===== config.mk =====
export PLATFORM = sky130hd
export DESIGN_NAME = speech_segment_tracker
export DESIGN_NICKNAME = d
export VERILOG_FILES = /design/src/rtl/core/sst_pkg.sv /design/src/rtl/core/speech_segment_tracker.sv /design/src/rtl/core/sst_cfg_regs.sv /design/src/rtl/core/sst_seg_logic.sv
export VERILOG_INCLUDE_DIRS = /design/src /design/src/rtl/core
export SDC_FILE = /design/constraint.sdc
export NUM_CORES = 1
export LEC_CHECK = 0
export BUFFER_PORTS_ARGS = -buffer_cell sky130_fd_sc_hd__buf_4
export CORE_ASPECT_RATIO = 0.7
export CORE_UTILIZATION = 48
export DETAILED_ROUTE_END_ITERATION = 10
export PLACE_DENSITY = 0.66
export REMOVE_ABC_BUFFERS = 1
export SYNTH_ARGS = -nofsm -noshare
export SYNTH_HDL_FRONTEND = slang
export SYNTH_SLANG_ARGS = --single-unit

===== constraint.sdc =====
create_clock -name i_clk -period 15.5 [get_ports i_clk]
set_input_delay 3.1 -clock i_clk [delete_from_list [all_inputs] [get_ports i_clk]]
set_output_delay 3.1 -clock i_clk [all_outputs]
set_load 0.02 [all_outputs]

===== src/rtl/core/speech_segment_tracker_assert.svh =====
// Assertion macros for the speech segment tracker.
`ifndef SPEECH_SEGMENT_TRACKER_ASSERT_SVH
`define SPEECH_SEGMENT_TRACKER_ASSERT_SVH
`ifndef NO_ASSERTIONS
`define SST_ASSERT_IMP(label, clk, rst_n, ante, cons) \
    label: assert property (@(posedge clk) disable iff (!rst_n) (ante) |-> (cons)) \
        else $error("sst: same-cycle check failed");
`define SST_ASSERT_NXT(label, clk, rst_n, ante, cons) \
    label: assert property (@(posedge clk) disable iff (!rst_n) (ante) |=> (cons)) \
        else $error("sst: next-cycle check failed");
`else
`define SST_ASSERT_IMP(label, clk, rst_n, ante, cons)
`define SST_ASSERT_NXT(label, clk, rst_n, ante, cons)
`endif
`endif


===== src/rtl/core/sst_pkg.sv =====
// Shared types and constants for the speech segment tracker.
`timescale 1ns / 1ps
`default_nettype none
package sst_pkg;

    localparam int POSITION_BITS_DEF = 32;
    localparam int OUT_BITS          = 32;

    // 0.15 in Q0.16, rounded to nearest
    localparam logic [16:0] HYST_Q16 = 17'd9830;

    localparam logic [15:0] RST_SPEECH_THRESHOLD = 16'd32768;
    localparam logic [12:0] RST_WINDOW_SAMPLES   = 13'd512;
    localparam logic [15:0] RST_PAD_SAMPLES      = 16'd480;
    localparam logic [19:0] RST_MIN_SILENCE      = 20'd1600;
    localparam logic [19:0] RST_MIN_SPEECH       = 20'd4000;

    typedef enum logic [2:0] {
        REG_SPEECH_THRESHOLD = 3'd0,
        REG_WINDOW_SAMPLES   = 3'd1,
        REG_PAD_SAMPLES      = 3'd2,
        REG_MIN_SILENCE      = 3'd3,
        REG_MIN_SPEECH       = 3'd4
    } t_reg_idx;

    typedef enum logic {
        OP_WINDOW = 1'b0,
        OP_EOS    = 1'b1
    } t_opcode;

    typedef struct packed {
        logic [15:0] speech_threshold;
        logic [12:0] window_samples;
        logic [15:0] pad_samples;
        logic [19:0] silence_hold;
        logic [19:0] length_floor;
    } t_cfg;

    typedef struct packed {
        logic                valid;
        logic [OUT_BITS-1:0] seg_start;
        logic [OUT_BITS-1:0] seg_end;
    } t_seg_result;

endpackage
`default_nettype wire


===== src/rtl/core/speech_segment_tracker.sv =====
// Top level of the speech segment tracker: stream stages, state and config.
// An accepted item lands in the input register and then moves on to the result
//   register that drives o_m_tvalid; a result not yet taken by the sink holds it.
// Throughput: one item per cycle while no result waits on the sink; set by the state update loop.
// Reset (i_rst_n low at a clock edge, synchronous): tracker state cleared,
//   both stream stages emptied, registers back to their default values.
`timescale 1ns / 1ps
`default_nettype none
module speech_segment_tracker #(
    parameter int POSITION_BITS = sst_pkg::POSITION_BITS_DEF
) (
    input  wire logic         i_clk,
    input  wire logic         i_rst_n,
    // config port
    input  wire logic         psel,
    input  wire logic         penable,
    input  wire logic         pwrite,
    input  wire logic [4:0]   paddr,
    input  wire logic [31:0]  pwdata,
    output logic [31:0]       prdata,
    output logic              pready,
    // input items
    input  wire logic         i_s_tvalid,
    output logic              o_s_tready,
    input  wire logic [47:0]  i_s_tdata,  // [15:0] probability, [47:16] stream_length
    input  wire logic         i_s_tuser,  // [0] opcode
    // result items
    output logic              o_m_tvalid,
    input  wire logic         i_m_tready,
    output logic [63:0]       o_m_tdata   // [31:0] segment_start, [63:32] segment_end
);
    import sst_pkg::*;
    `include "speech_segment_tracker_assert.svh"

    localparam int P = POSITION_BITS;

    t_cfg        cfg;
    t_seg_result seg_res;

    // input register
    logic         r_in_vld;
    logic         r_in_op;
    logic [15:0]  r_in_prob;
    logic [31:0]  r_in_len;

    // tracker state
    logic         r_in_speech;
    logic [P-1:0] r_pos;
    logic [P-1:0] r_tent;
    logic [P-1:0] r_open;
    logic         n_in_speech;
    logic [P-1:0] n_pos;
    logic [P-1:0] n_tent;
    logic [P-1:0] n_open;

    // result register
    logic         r_out_vld;
    logic [63:0]  r_out_data;

    logic         adv;
    logic         adv_eos;
    logic         adv_win;

    // item moves from input register into state/result when result slot frees
    assign adv        = r_in_vld & (~r_out_vld | i_m_tready);
    assign o_s_tready = ~r_in_vld | adv;
    assign o_m_tvalid = r_out_vld;
    assign o_m_tdata  = r_out_data;

    // advance split by item kind
    assign adv_eos = adv & (r_in_op == OP_EOS);
    assign adv_win = adv & (r_in_op == OP_WINDOW);

    sst_cfg_regs u_cfg (
        .i_clk   (i_clk),
        .i_rst_n (i_rst_n),
        .psel    (psel),
        .penable (penable),
        .pwrite  (pwrite),
        .paddr   (paddr),
        .pwdata  (pwdata),
        .prdata  (prdata),
        .pready  (pready),
        .o_cfg   (cfg)
    );

    sst_seg_logic #(
        .POSITION_BITS (POSITION_BITS)
    ) u_seg (
        .i_cfg           (cfg),
        .i_opcode        (r_in_op),
        .i_probability   (r_in_prob),
        .i_stream_length (r_in_len),
        .i_in_speech     (r_in_speech),
        .i_pos           (r_pos),
        .i_tent          (r_tent),
        .i_open          (r_open),
        .o_in_speech     (n_in_speech),
        .o_pos           (n_pos),
        .o_tent          (n_tent),
        .o_open          (n_open),
        .o_result        (seg_res)
    );

    // input stage
    always_ff @(posedge i_clk) begin
        if (!i_rst_n) begin
            r_in_vld <= 1'b0;
        end else if (o_s_tready) begin
            r_in_vld <= i_s_tvalid;
        end
    end

    always_ff @(posedge i_clk) begin
        if (o_s_tready && i_s_tvalid) begin
            r_in_op   <= i_s_tuser;
            r_in_prob <= i_s_tdata[15:0];
            r_in_len  <= i_s_tdata[47:16];
        end
    end

    // tracker state, updated once per item
    always_ff @(posedge i_clk) begin
        if (!i_rst_n) begin
            r_in_speech <= 1'b0;
            r_pos       <= '0;
            r_tent      <= '0;
            r_open      <= '0;
        end else if (adv) begin
            r_in_speech <= n_in_speech;
            r_pos       <= n_pos;
            r_tent      <= n_tent;
            r_open      <= n_open;
        end
    end

    // result stage; only items that close a long enough segment show up here
    always_ff @(posedge i_clk) begin
        if (!i_rst_n) begin
            r_out_vld <= 1'b0;
        end else if (adv) begin
            r_out_vld <= seg_res.valid;
        end else if (i_m_tready) begin
            r_out_vld <= 1'b0;
        end
    end

    always_ff @(posedge i_clk) begin
        if (adv && seg_res.valid) begin
            r_out_data <= {seg_res.seg_end, seg_res.seg_start};
        end
    end

    // no silence timer outside a segment
    `SST_ASSERT_IMP(a_tent_idle, i_clk, i_rst_n, !r_in_speech, r_tent == '0)
    // end of stream wipes the tracker
    `SST_ASSERT_NXT(a_eos_clear, i_clk, i_rst_n, adv_eos, ~|{r_in_speech, r_pos, r_open})
    // position only moves forward on window items
    `SST_ASSERT_NXT(a_pos_mono, i_clk, i_rst_n, adv_win, r_pos >= $past(r_pos))
    // back-pressure only when both stages are full and the sink stalls
    `SST_ASSERT_IMP(a_stall_cause, i_clk, i_rst_n, !o_s_tready, r_in_vld && r_out_vld && !i_m_tready)

endmodule
`default_nettype wire


===== src/rtl/core/sst_cfg_regs.sv =====
// APB-style configuration register file for the speech segment tracker.
`timescale 1ns / 1ps
`default_nettype none
module sst_cfg_regs (
    input  wire logic         i_clk,
    input  wire logic         i_rst_n,
    input  wire logic         psel,
    input  wire logic         penable,
    input  wire logic         pwrite,
    input  wire logic [4:0]   paddr,
    input  wire logic [31:0]  pwdata,
    output logic [31:0]       prdata,
    output logic              pready,
    output sst_pkg::t_cfg     o_cfg
);
    import sst_pkg::*;

    t_cfg        r_cfg;
    logic        wr_en;
    logic [2:0]  reg_idx;

    assign pready  = 1'b1;
    assign wr_en   = psel & penable & pwrite & pready;
    assign reg_idx = paddr[4:2];
    assign o_cfg   = r_cfg;

    always_ff @(posedge i_clk) begin
        if (!i_rst_n) begin
            r_cfg.speech_threshold <= RST_SPEECH_THRESHOLD;
            r_cfg.window_samples   <= RST_WINDOW_SAMPLES;
            r_cfg.pad_samples      <= RST_PAD_SAMPLES;
            r_cfg.silence_hold     <= RST_MIN_SILENCE;
            r_cfg.length_floor     <= RST_MIN_SPEECH;
        end else if (wr_en) begin
            case (reg_idx)
                REG_SPEECH_THRESHOLD: r_cfg.speech_threshold <= pwdata[15:0];
                REG_WINDOW_SAMPLES:   r_cfg.window_samples   <= pwdata[12:0];
                REG_PAD_SAMPLES:      r_cfg.pad_samples      <= pwdata[15:0];
                REG_MIN_SILENCE:      r_cfg.silence_hold     <= pwdata[19:0];
                REG_MIN_SPEECH:       r_cfg.length_floor     <= pwdata[19:0];
                default: ;
            endcase
        end
    end

    always_comb begin
        case (reg_idx)
            REG_SPEECH_THRESHOLD: prdata = 32'(r_cfg.speech_threshold);
            REG_WINDOW_SAMPLES:   prdata = 32'(r_cfg.window_samples);
            REG_PAD_SAMPLES:      prdata = 32'(r_cfg.pad_samples);
            REG_MIN_SILENCE:      prdata = 32'(r_cfg.silence_hold);
            REG_MIN_SPEECH:       prdata = 32'(r_cfg.length_floor);
            default:              prdata = 32'd0;
        endcase
    end

endmodule
`default_nettype wire


===== src/rtl/core/sst_seg_logic.sv =====
// Per-item segmentation logic: next tracker state and optional segment.
`timescale 1ns / 1ps
`default_nettype none
module sst_seg_logic #(
    parameter int POSITION_BITS = sst_pkg::POSITION_BITS_DEF
) (
    input  wire sst_pkg::t_cfg          i_cfg,
    input  wire logic                   i_opcode,
    input  wire logic [15:0]            i_probability,
    input  wire logic [31:0]            i_stream_length,
    input  wire logic                   i_in_speech,
    input  wire logic [POSITION_BITS-1:0] i_pos,
    input  wire logic [POSITION_BITS-1:0] i_tent,
    input  wire logic [POSITION_BITS-1:0] i_open,
    output logic                        o_in_speech,
    output logic [POSITION_BITS-1:0]    o_pos,
    output logic [POSITION_BITS-1:0]    o_tent,
    output logic [POSITION_BITS-1:0]    o_open,
    output sst_pkg::t_seg_result        o_result
);
    import sst_pkg::*;

    localparam int P  = POSITION_BITS;
    localparam int XW = P + 2;                              // signed offset math
    localparam int EW = ((P > OUT_BITS) ? P : OUT_BITS) + 3; // length test
    localparam int CW = (P > 20) ? P : 20;                  // silence compare
    localparam logic [P-1:0] POS_MAX = {P{1'b1}};

    logic [P:0]    pos_sum;
    logic [P-1:0]  pos_new;
    logic [XW-1:0] s_ext;
    logic [P-1:0]  open_new;
    logic          is_speech;
    logic          is_quiet;
    logic [P-1:0]  tent_eff;
    logic [P-1:0]  silence;
    logic          sil_done;
    logic [XW-1:0] e_ext;
    logic [P-1:0]  end_clamp;
    logic [EW-1:0] rep_end;
    logic [EW-1:0] rep_start;
    logic [EW-1:0] seg_len;
    logic          len_ok;
    logic          is_eos;

    assign is_eos = (i_opcode == OP_EOS);

    // saturating position advance
    assign pos_sum = {1'b0, i_pos} + (P+1)'(i_cfg.window_samples);
    assign pos_new = pos_sum[P] ? POS_MAX : pos_sum[P-1:0];

    // padded start, clamped at zero
    assign s_ext    = XW'(pos_new) - XW'(i_cfg.pad_samples) - XW'(i_cfg.window_samples);
    assign open_new = s_ext[XW-1] ? '0 : s_ext[P-1:0];

    assign is_speech = (i_probability >= i_cfg.speech_threshold);
    assign is_quiet  = (({1'b0, i_probability} + HYST_Q16) < {1'b0, i_cfg.speech_threshold});

    // zero tentative end means no silence pending
    assign tent_eff = (i_tent == '0) ? pos_new : i_tent;
    assign silence  = (pos_new >= tent_eff) ? (pos_new - tent_eff) : '0;
    assign sil_done = (CW'(silence) >= CW'(i_cfg.silence_hold));

    // padded end, clamped to the position range
    assign e_ext     = XW'(tent_eff) + XW'(i_cfg.pad_samples) - XW'(i_cfg.window_samples);
    assign end_clamp = e_ext[XW-1] ? '0 : (e_ext[P] ? POS_MAX : e_ext[P-1:0]);

    // unpadded length test, signed
    assign rep_start = EW'(i_open);
    assign rep_end   = is_eos ? EW'(i_stream_length) : EW'(end_clamp);
    assign seg_len   = rep_end - EW'(i_cfg.pad_samples) - rep_start
                     - EW'(i_cfg.pad_samples);
    assign len_ok    = ($signed(seg_len) >= $signed(EW'(i_cfg.length_floor)));

    always_comb begin
        o_in_speech = i_in_speech;
        o_pos       = i_pos;
        o_tent      = i_tent;
        o_open      = i_open;
        o_result.valid     = 1'b0;
        o_result.seg_start = (rep_start > EW'({OUT_BITS{1'b1}})) ?
                             {OUT_BITS{1'b1}} : rep_start[OUT_BITS-1:0];
        o_result.seg_end   = (rep_end > EW'({OUT_BITS{1'b1}})) ?
                             {OUT_BITS{1'b1}} : rep_end[OUT_BITS-1:0];
        if (is_eos) begin
            o_result.valid = i_in_speech & len_ok;
            o_in_speech    = 1'b0;
            o_pos          = '0;
            o_tent         = '0;
            o_open         = '0;
        end else begin
            o_pos = pos_new;
            if (is_speech) begin
                o_tent = '0;
                if (!i_in_speech) begin
                    o_in_speech = 1'b1;
                    o_open      = open_new;
                end
            end else if (i_in_speech && is_quiet) begin
                if (sil_done) begin
                    o_result.valid = len_ok;
                    o_tent         = '0;
                    o_in_speech    = 1'b0;
                end else begin
                    o_tent = tent_eff;
                end
            end
        end
    end

endmodule
`default_nettype wire

; ---- After elaboration in Yosys (flattened, before gate mapping)
; Cells that the tools add are included.
[word_totals]
regBits = 297
wordCells = 89
input_bits = 93
output_inout_bits = 99
[op_classes]
eq_ne = 5
n_lt_le_gt_ge = 7
mux = 26
reduce_logical = 17
add_sub_neg = 10
n_bitwise = 8
[op_table]
columns = operator, count
row1 = 2-to-1 mux 32 bit, 15
row2 = one-hot mux 20 bit (5 select lines), 1
row3 = subtractor 35 x 16 -> 35 bit, 2
row4 = subtractor 34 x 13 -> 34 bit, 2
row5 = >= comparator 35 x 21 -> 1 bit, 1
row6 = "> comparator 35 x 32 -> 1 bit, second input constant", 1
row7 = subtractor 35 x 32 -> 35 bit, 1
row8 = adder 32 x 13 -> 33 bit, 1
row9 = adder 32 x 16 -> 33 bit, 1
row10 = subtractor 32 x 16 -> 33 bit, 1
row11 = >= comparator 32 x 20 -> 1 bit, 1
row12 = >= comparator 32 bit, 1
row13 = "> comparator 32 bit, second input constant", 1
row14 = zero test 32 bit, 1
row15 = subtractor 32 bit, 1
row16 = "adder 16 x 14 -> 17 bit, second input constant", 1
row17 = less-than comparator 17 x 16 -> 1 bit, 1
row18 = >= comparator 16 bit, 1
row19 = AND reduction 2 bit, 6
row20 = 2-to-1 mux 1 bit, 10
row21 = "== test 3 x 2 -> 1 bit, second input constant", 2
row22 = AND reduction 3 bit, 2
row23 = nonzero test 3 bit, 2
row24 = bitwise AND 1 bit, 4
row25 = other kinds (8), 13

; ---- Longest topological paths before layout
[logic_depth]
depth_word = 17
mapped_depth = 62

; ---- Modules after synthesis
; A second synthesis with hierarchy kept.
[hier_totals]
hier_cells = 3263
hier_area_um2 = 26932.1
[by_module_without_submodules]
columns = module, cells_each, area_each_um2, instances, seq_area_each_um2
row1 = sst_seg_logic, 2300, 15611.2, 1, 0.0
row2 = speech_segment_tracker, 546, 7333.3, 1, 5375.2
row3 = sst_cfg_regs, 417, 3987.6, 1, 1701.6

; ---- Worst setup path after synthesis
; Ideal clock, no wire load.
[synth_timing]
path_type = register to register
startpoint = register u_cfg.r_cfg, in the netlist u_cfg.o_cfg[67]
endpoint = register r_out_data[0] (netlist: o_m_tdata[0]), enable pin
required_ns = 14.991
period_less_slack_ns = 14.190
path_stages_with_launch = 59
t_arrival_ns = 13.681
path_slack_ns = 1.310
cell_sequence = dfxtp_1 ha_1 buf_6 a211oi_4 o21ai_2 and3_1 o21ai_1 clkbuf_1 clkbuf_1 nand2_1 a21oi_1 inv_1 ha_1 a211oi_1 o211ai_1 a21o_1 a21oi_1 nor2_1 (+23 left out) a21boi_0 o21ai_0 a31oi_1 or3_1 a21o_1 a21o_1 a21oi_1 xnor2_1 ha_1 a21oi_1 o221ai_1 a311oi_1 o2111a_1 o21ai_0 a2111oi_0 nand4_1 nand3_1 a21oi_1
[synth_via]
elab_chain_cells = 17
word_cells_on_any_way = 22
[synth_rtl]
columns = item, line
row1 = start: declaration, sst_cfg_regs.sv:18  ; t_cfg r_cfg;
row2 = adder 32 x 13 -> 33 bit, sst_seg_logic.sv:49  ; assign pos_sum = {1'b0, i_pos} + (P+1)'(i_cfg.window_samples);
row3 = 2-to-1 mux 32 bit, sst_seg_logic.sv:50  ; assign pos_new = pos_sum[P] ? POS_MAX : pos_sum[P-1:0];
row4 = 2-to-1 mux 32 bit, sst_seg_logic.sv:60  ; assign tent_eff = (i_tent == '0) ? pos_new : i_tent;
row5 = adder 32 x 16 -> 33 bit, sst_seg_logic.sv:65  ; assign e_ext = XW'(tent_eff) + XW'(i_cfg.pad_samples) - XW'(i_cfg.window_samples);
row6 = subtractor 34 x 13 -> 34 bit (*), sst_seg_logic.sv:65
row7 = 2-to-1 mux 32 bit, sst_seg_logic.sv:66  ; assign end_clamp = e_ext[XW-1] ? '0 : (e_ext[P] ? POS_MAX : e_ext[P-1:0]);
row8 = 2-to-1 mux 32 bit (*), sst_seg_logic.sv:66
row9 = 2-to-1 mux 32 bit (*), sst_seg_logic.sv:70  ; assign rep_end = is_eos ? EW'(i_stream_length) : EW'(end_clamp);
row10 = via u_seg.rep_end[1], sst_seg_logic.sv:40  ; logic [EW-1:0] rep_end;
row11 = (+1 left out), --
row12 = subtractor 35 x 32 -> 35 bit (*), sst_seg_logic.sv:71  ; assign seg_len = rep_end - EW'(i_cfg.pad_samples) - rep_start
row13 = subtractor 35 x 16 -> 35 bit (*), sst_seg_logic.sv:72  ; - EW'(i_cfg.pad_samples);
row14 = >= comparator 35 x 21 -> 1 bit (*), sst_seg_logic.sv:73  ; assign len_ok = ($signed(seg_len) >= $signed(EW'(i_cfg.length_floor)));
row15 = 2-to-1 mux 1 bit, sst_seg_logic.sv:100  ; if (sil_done) begin
row16 = 2-to-1 mux 1 bit, sst_seg_logic.sv:99  ; end else if (i_in_speech && is_quiet) begin
row17 = 2-to-1 mux 1 bit, sst_seg_logic.sv:93  ; if (is_speech) begin
row18 = 2-to-1 mux 1 bit (*), sst_seg_logic.sv:85  ; if (is_eos) begin
row19 = logical AND 1 bit (*), speech_segment_tracker.sv:149  ; if (adv && seg_res.valid) begin
row20 = end signal: assignment, speech_segment_tracker.sv:150  ; r_out_data <= {seg_res.seg_end, seg_res.seg_start};
row21 = end: declaration, speech_segment_tracker.sv:58  ; logic [63:0] r_out_data;
; The timed path passes the listed nets; every way through them passes the cells marked *.
; A chain may end at the register's enable or synchronous reset.

; ---- Worst setup path in the final report
[layout_timing]
startpoint = register u_cfg.r_cfg, in the netlist u_cfg.o_cfg[57]
endpoint = register r_out_data[3] (netlist: o_m_tdata[3]), enable pin
; Same word-level chain as after synthesis.

==> impl_metrics.ini <==
[job]
cap_violations = 0

[placed_design]
place_inst = 3612
dp_hpwl_um = 65300
place_congestion = 0.992
io_buffers = 164

[cells_and_area]
n_antenna_cell = 0
fillers = 4579
fin_util_pct = 54.7
syn_to_final_growth_pct = 11.9
layout_common_cells = nand2_1, ha_1, inv_1, buf_4, dfxtp_1
finalNetCount = 3350
stdcell_count = 3674
layout-drive-gt1-share_pct = 10.9
final_common_cell = nand2_1

[detailed_routing]
viasPerCell = 6.08
drt_iter0_drc = 2271
drc = 0
ant_nets = 0
routed_wl_um = 82200
avgRoutedWirePerCell_um = 22.4
drt_first_pass_iters = 7
vias = 22340

[synth]
syn_area_um2 = 24200
yosys_warnings = 0
synthArstFlopShare_pct = 0
synth-edff-count = 113
avgSynthCellArea_um2 = 8.44
ys_top_cells_by_area = dfxtp_1, edfxtp_1, ha_1, nand2_1, xnor2_1
synth_top_area_share_pct = 15.2
synth_flop_cell = dfxtp_1
seq_area_frac_synth_pct = 29.2
yosys.area.top_type = dfxtp_1
syn_inst = 2870
synthDistinctLibCells = 104
synth_seq_cells = 297

[clock_network]
cts-htree-levels = 2
clk_pin_slew_worst_paths_ns = 0.07
cts_made_buffers = 34
cts_tree = done
clockBufferDepth = 3
clkLatencyLatePin_ns = 0.58
cts_root_buf = clkbuf_16
clock_sink_count = 297

[setup_path]
arrival_ns = 14.62
r2r_cells = 53
crit_top_cell = a21oi_1
startpoint_type = register
slowest_stage = o41ai_1
cp-end-kind = register
crit_required_ns = 15.67
max_stage_delay_ns = 0.95
crit_fanout = 65
path_class = reg -> reg

[power]
powerDensity_nw_per_um2 = 94.8
intPower_mw = 1.67
p_leak_nw = 11.2
swShare_pct = 35.0
total_power_mw = 2.57
combPwrFrac_pct = 34.7
clkPwrFrac_pct = 32.3
power.switching_uw = 897
pwr-share-seq_pct = 33.0
max-vdd-ir-drop_uv = 77.2

[sta]
fmax_mhz = 69.2
period_needed_ns = 14.45
rsz0062_at_grt = false
hold_viol_final = 0
drv_slew = 0
period_share_pct = 93.2
worstMarginPinSlew_ns = 1.31
setup_violations = 0
timing.hold.ws_ns = 0.467
max-slew-margin-rel_pct = 12.7
clock_skew_ns = 0.0353

[floorplan]
start_util_pct = 48.9
core_area_um2 = 49500
rows = 68
die-area_um2 = 51400
io_pins = 192
dieHeight_um = 190
die_w_um = 270

[status]
outcome = completed

[grt]
first_global_vias = 20314
grt_max_degree = 84
grt_pass1_wl_um = 123000
grt-ovfl-total = 0
grt_use_met2_pct = 43.4
busiest_layer = met1
antenna_found_initial = 5
track_usage_pct = 31.4
met3_usage_pct = 7.56
gr-usage-met1_pct = 48.8

[hold_path]
min_path_cells = 0
hold_path_class = reg -> reg
==> cell usage after synthesis (all sizes together), types with 61 or more instances <==
| cell | count |
|---|---|
| ha | 250 |
| o21ai | 135 |
| nand2 | 378 |
| dfxtp | 184 |
| a21oi | 158 |
| nor2 | 136 |
| edfxtp | 113 |
| o211ai | 81 |
| a22oi | 61 |
| clkbuf | 81 |
| nor2b | 66 |
| xnor2 | 127 |
| inv | 222 |
| a21o | 87 |
| a21boi | 84 |
==> routing by layer <==
metal,routed length (um),vias to the layer above
met5,0,-
met4,1090,0
met3,9220,73
met2,31900,981
met1,40000,10726
li1,-,10560
==> power by group through the flow <==
stage / clock network [mW] / registers, mW / logic [mW]
2_1_floorplan: 0 / 0.859 / 0.630
3_3_place_gp: 0 / 0.863 / 0.851
6_report: 0.828 / 0.846 / 0.891
5_1_grt: 0.865 / 0.847 / 0.987
4_1_cts: 0.836 / 0.846 / 0.879
3_5_place_dp: 0 / 0.863 / 0.873
==> logic make-up (layout without fill, tap and decap cells) <==
group                      count (synthesis)  in the layout  synth area share, %
other                                      2             13               0.0310
DFF                                      297            297                 29.2
xor gates and xnor gates                 180            180                 6.51
muxes                                     11             11                0.465
AOI/OAI and AO/OA                        857            857                 24.6
and+or+nand+nor                          903            903                 18.3
buffers and inverters                    346            474                 5.90
adders and majority gates                274            274                 14.9
==> state kept, by name (all words and copies together) (netlist names), 16 cells and up <==
signal,count
r_pos,32
u_cfg.o_cfg,85
r_open,32
r_in_len,32
o_m_tdata,64
r_tent,32
r_in_prob,16
==> area by class of cell <==
type	count	area, um^2	share of cell area (%)
Tap cell	665	832	3.07
Timing Repair Buffer	189	1420	5.24
Sequential cell	297	7080	26.1
Clock buffer	46	957	3.53
Clock inverter	16	158	0.582
Inverter	223	837	3.09
Multi-Input combinational cell	2238	15800	58.3
==> critical path, delay by kind of cell (launching register included) <==
kind | cells | cell delay, ns
compound gates | 28 | 6.70
simple gates | 12 | 2.79
fa+ha+maj | 6 | 2.20
buf+inv | 4 | 1.09
flops | 1 | 0.48
xor+xnor | 2 | 0.32
mux | 1 | 0.31
==> metrics by stage <==
stage	cell area, um^2	TNS, ns	setup WS (ns)
after floorplan	23700	-9.30	-0.145
after global placement	26000	0	1.33
after detailed placement	26000	0	1.03
after CTS	27100	0	0.940
after global routing	27100	0	0.115
final	27100	0	1.05
==> final timing paths <==
check | from | endpoint | slack, ns
hold reg to reg | r_open[15] | o_m_tdata[15] | 0.47
setup reg to reg | u_cfg.o_cfg[57] | o_m_tdata[3] | 1.05
setup / recovery | u_cfg.o_cfg[57] | o_m_tdata[3] | 1.05
hold / removal | r_open[15] | o_m_tdata[15] | 0.47
==> repair_timing <==
action | in CTS | in global routing
setup endpoints to repair | 0 | 65
hold buffers | 0 | 0
resized for setup | 0 | 2
buffers inserted | 0 | 0
(Power assumes the default switching activity.)
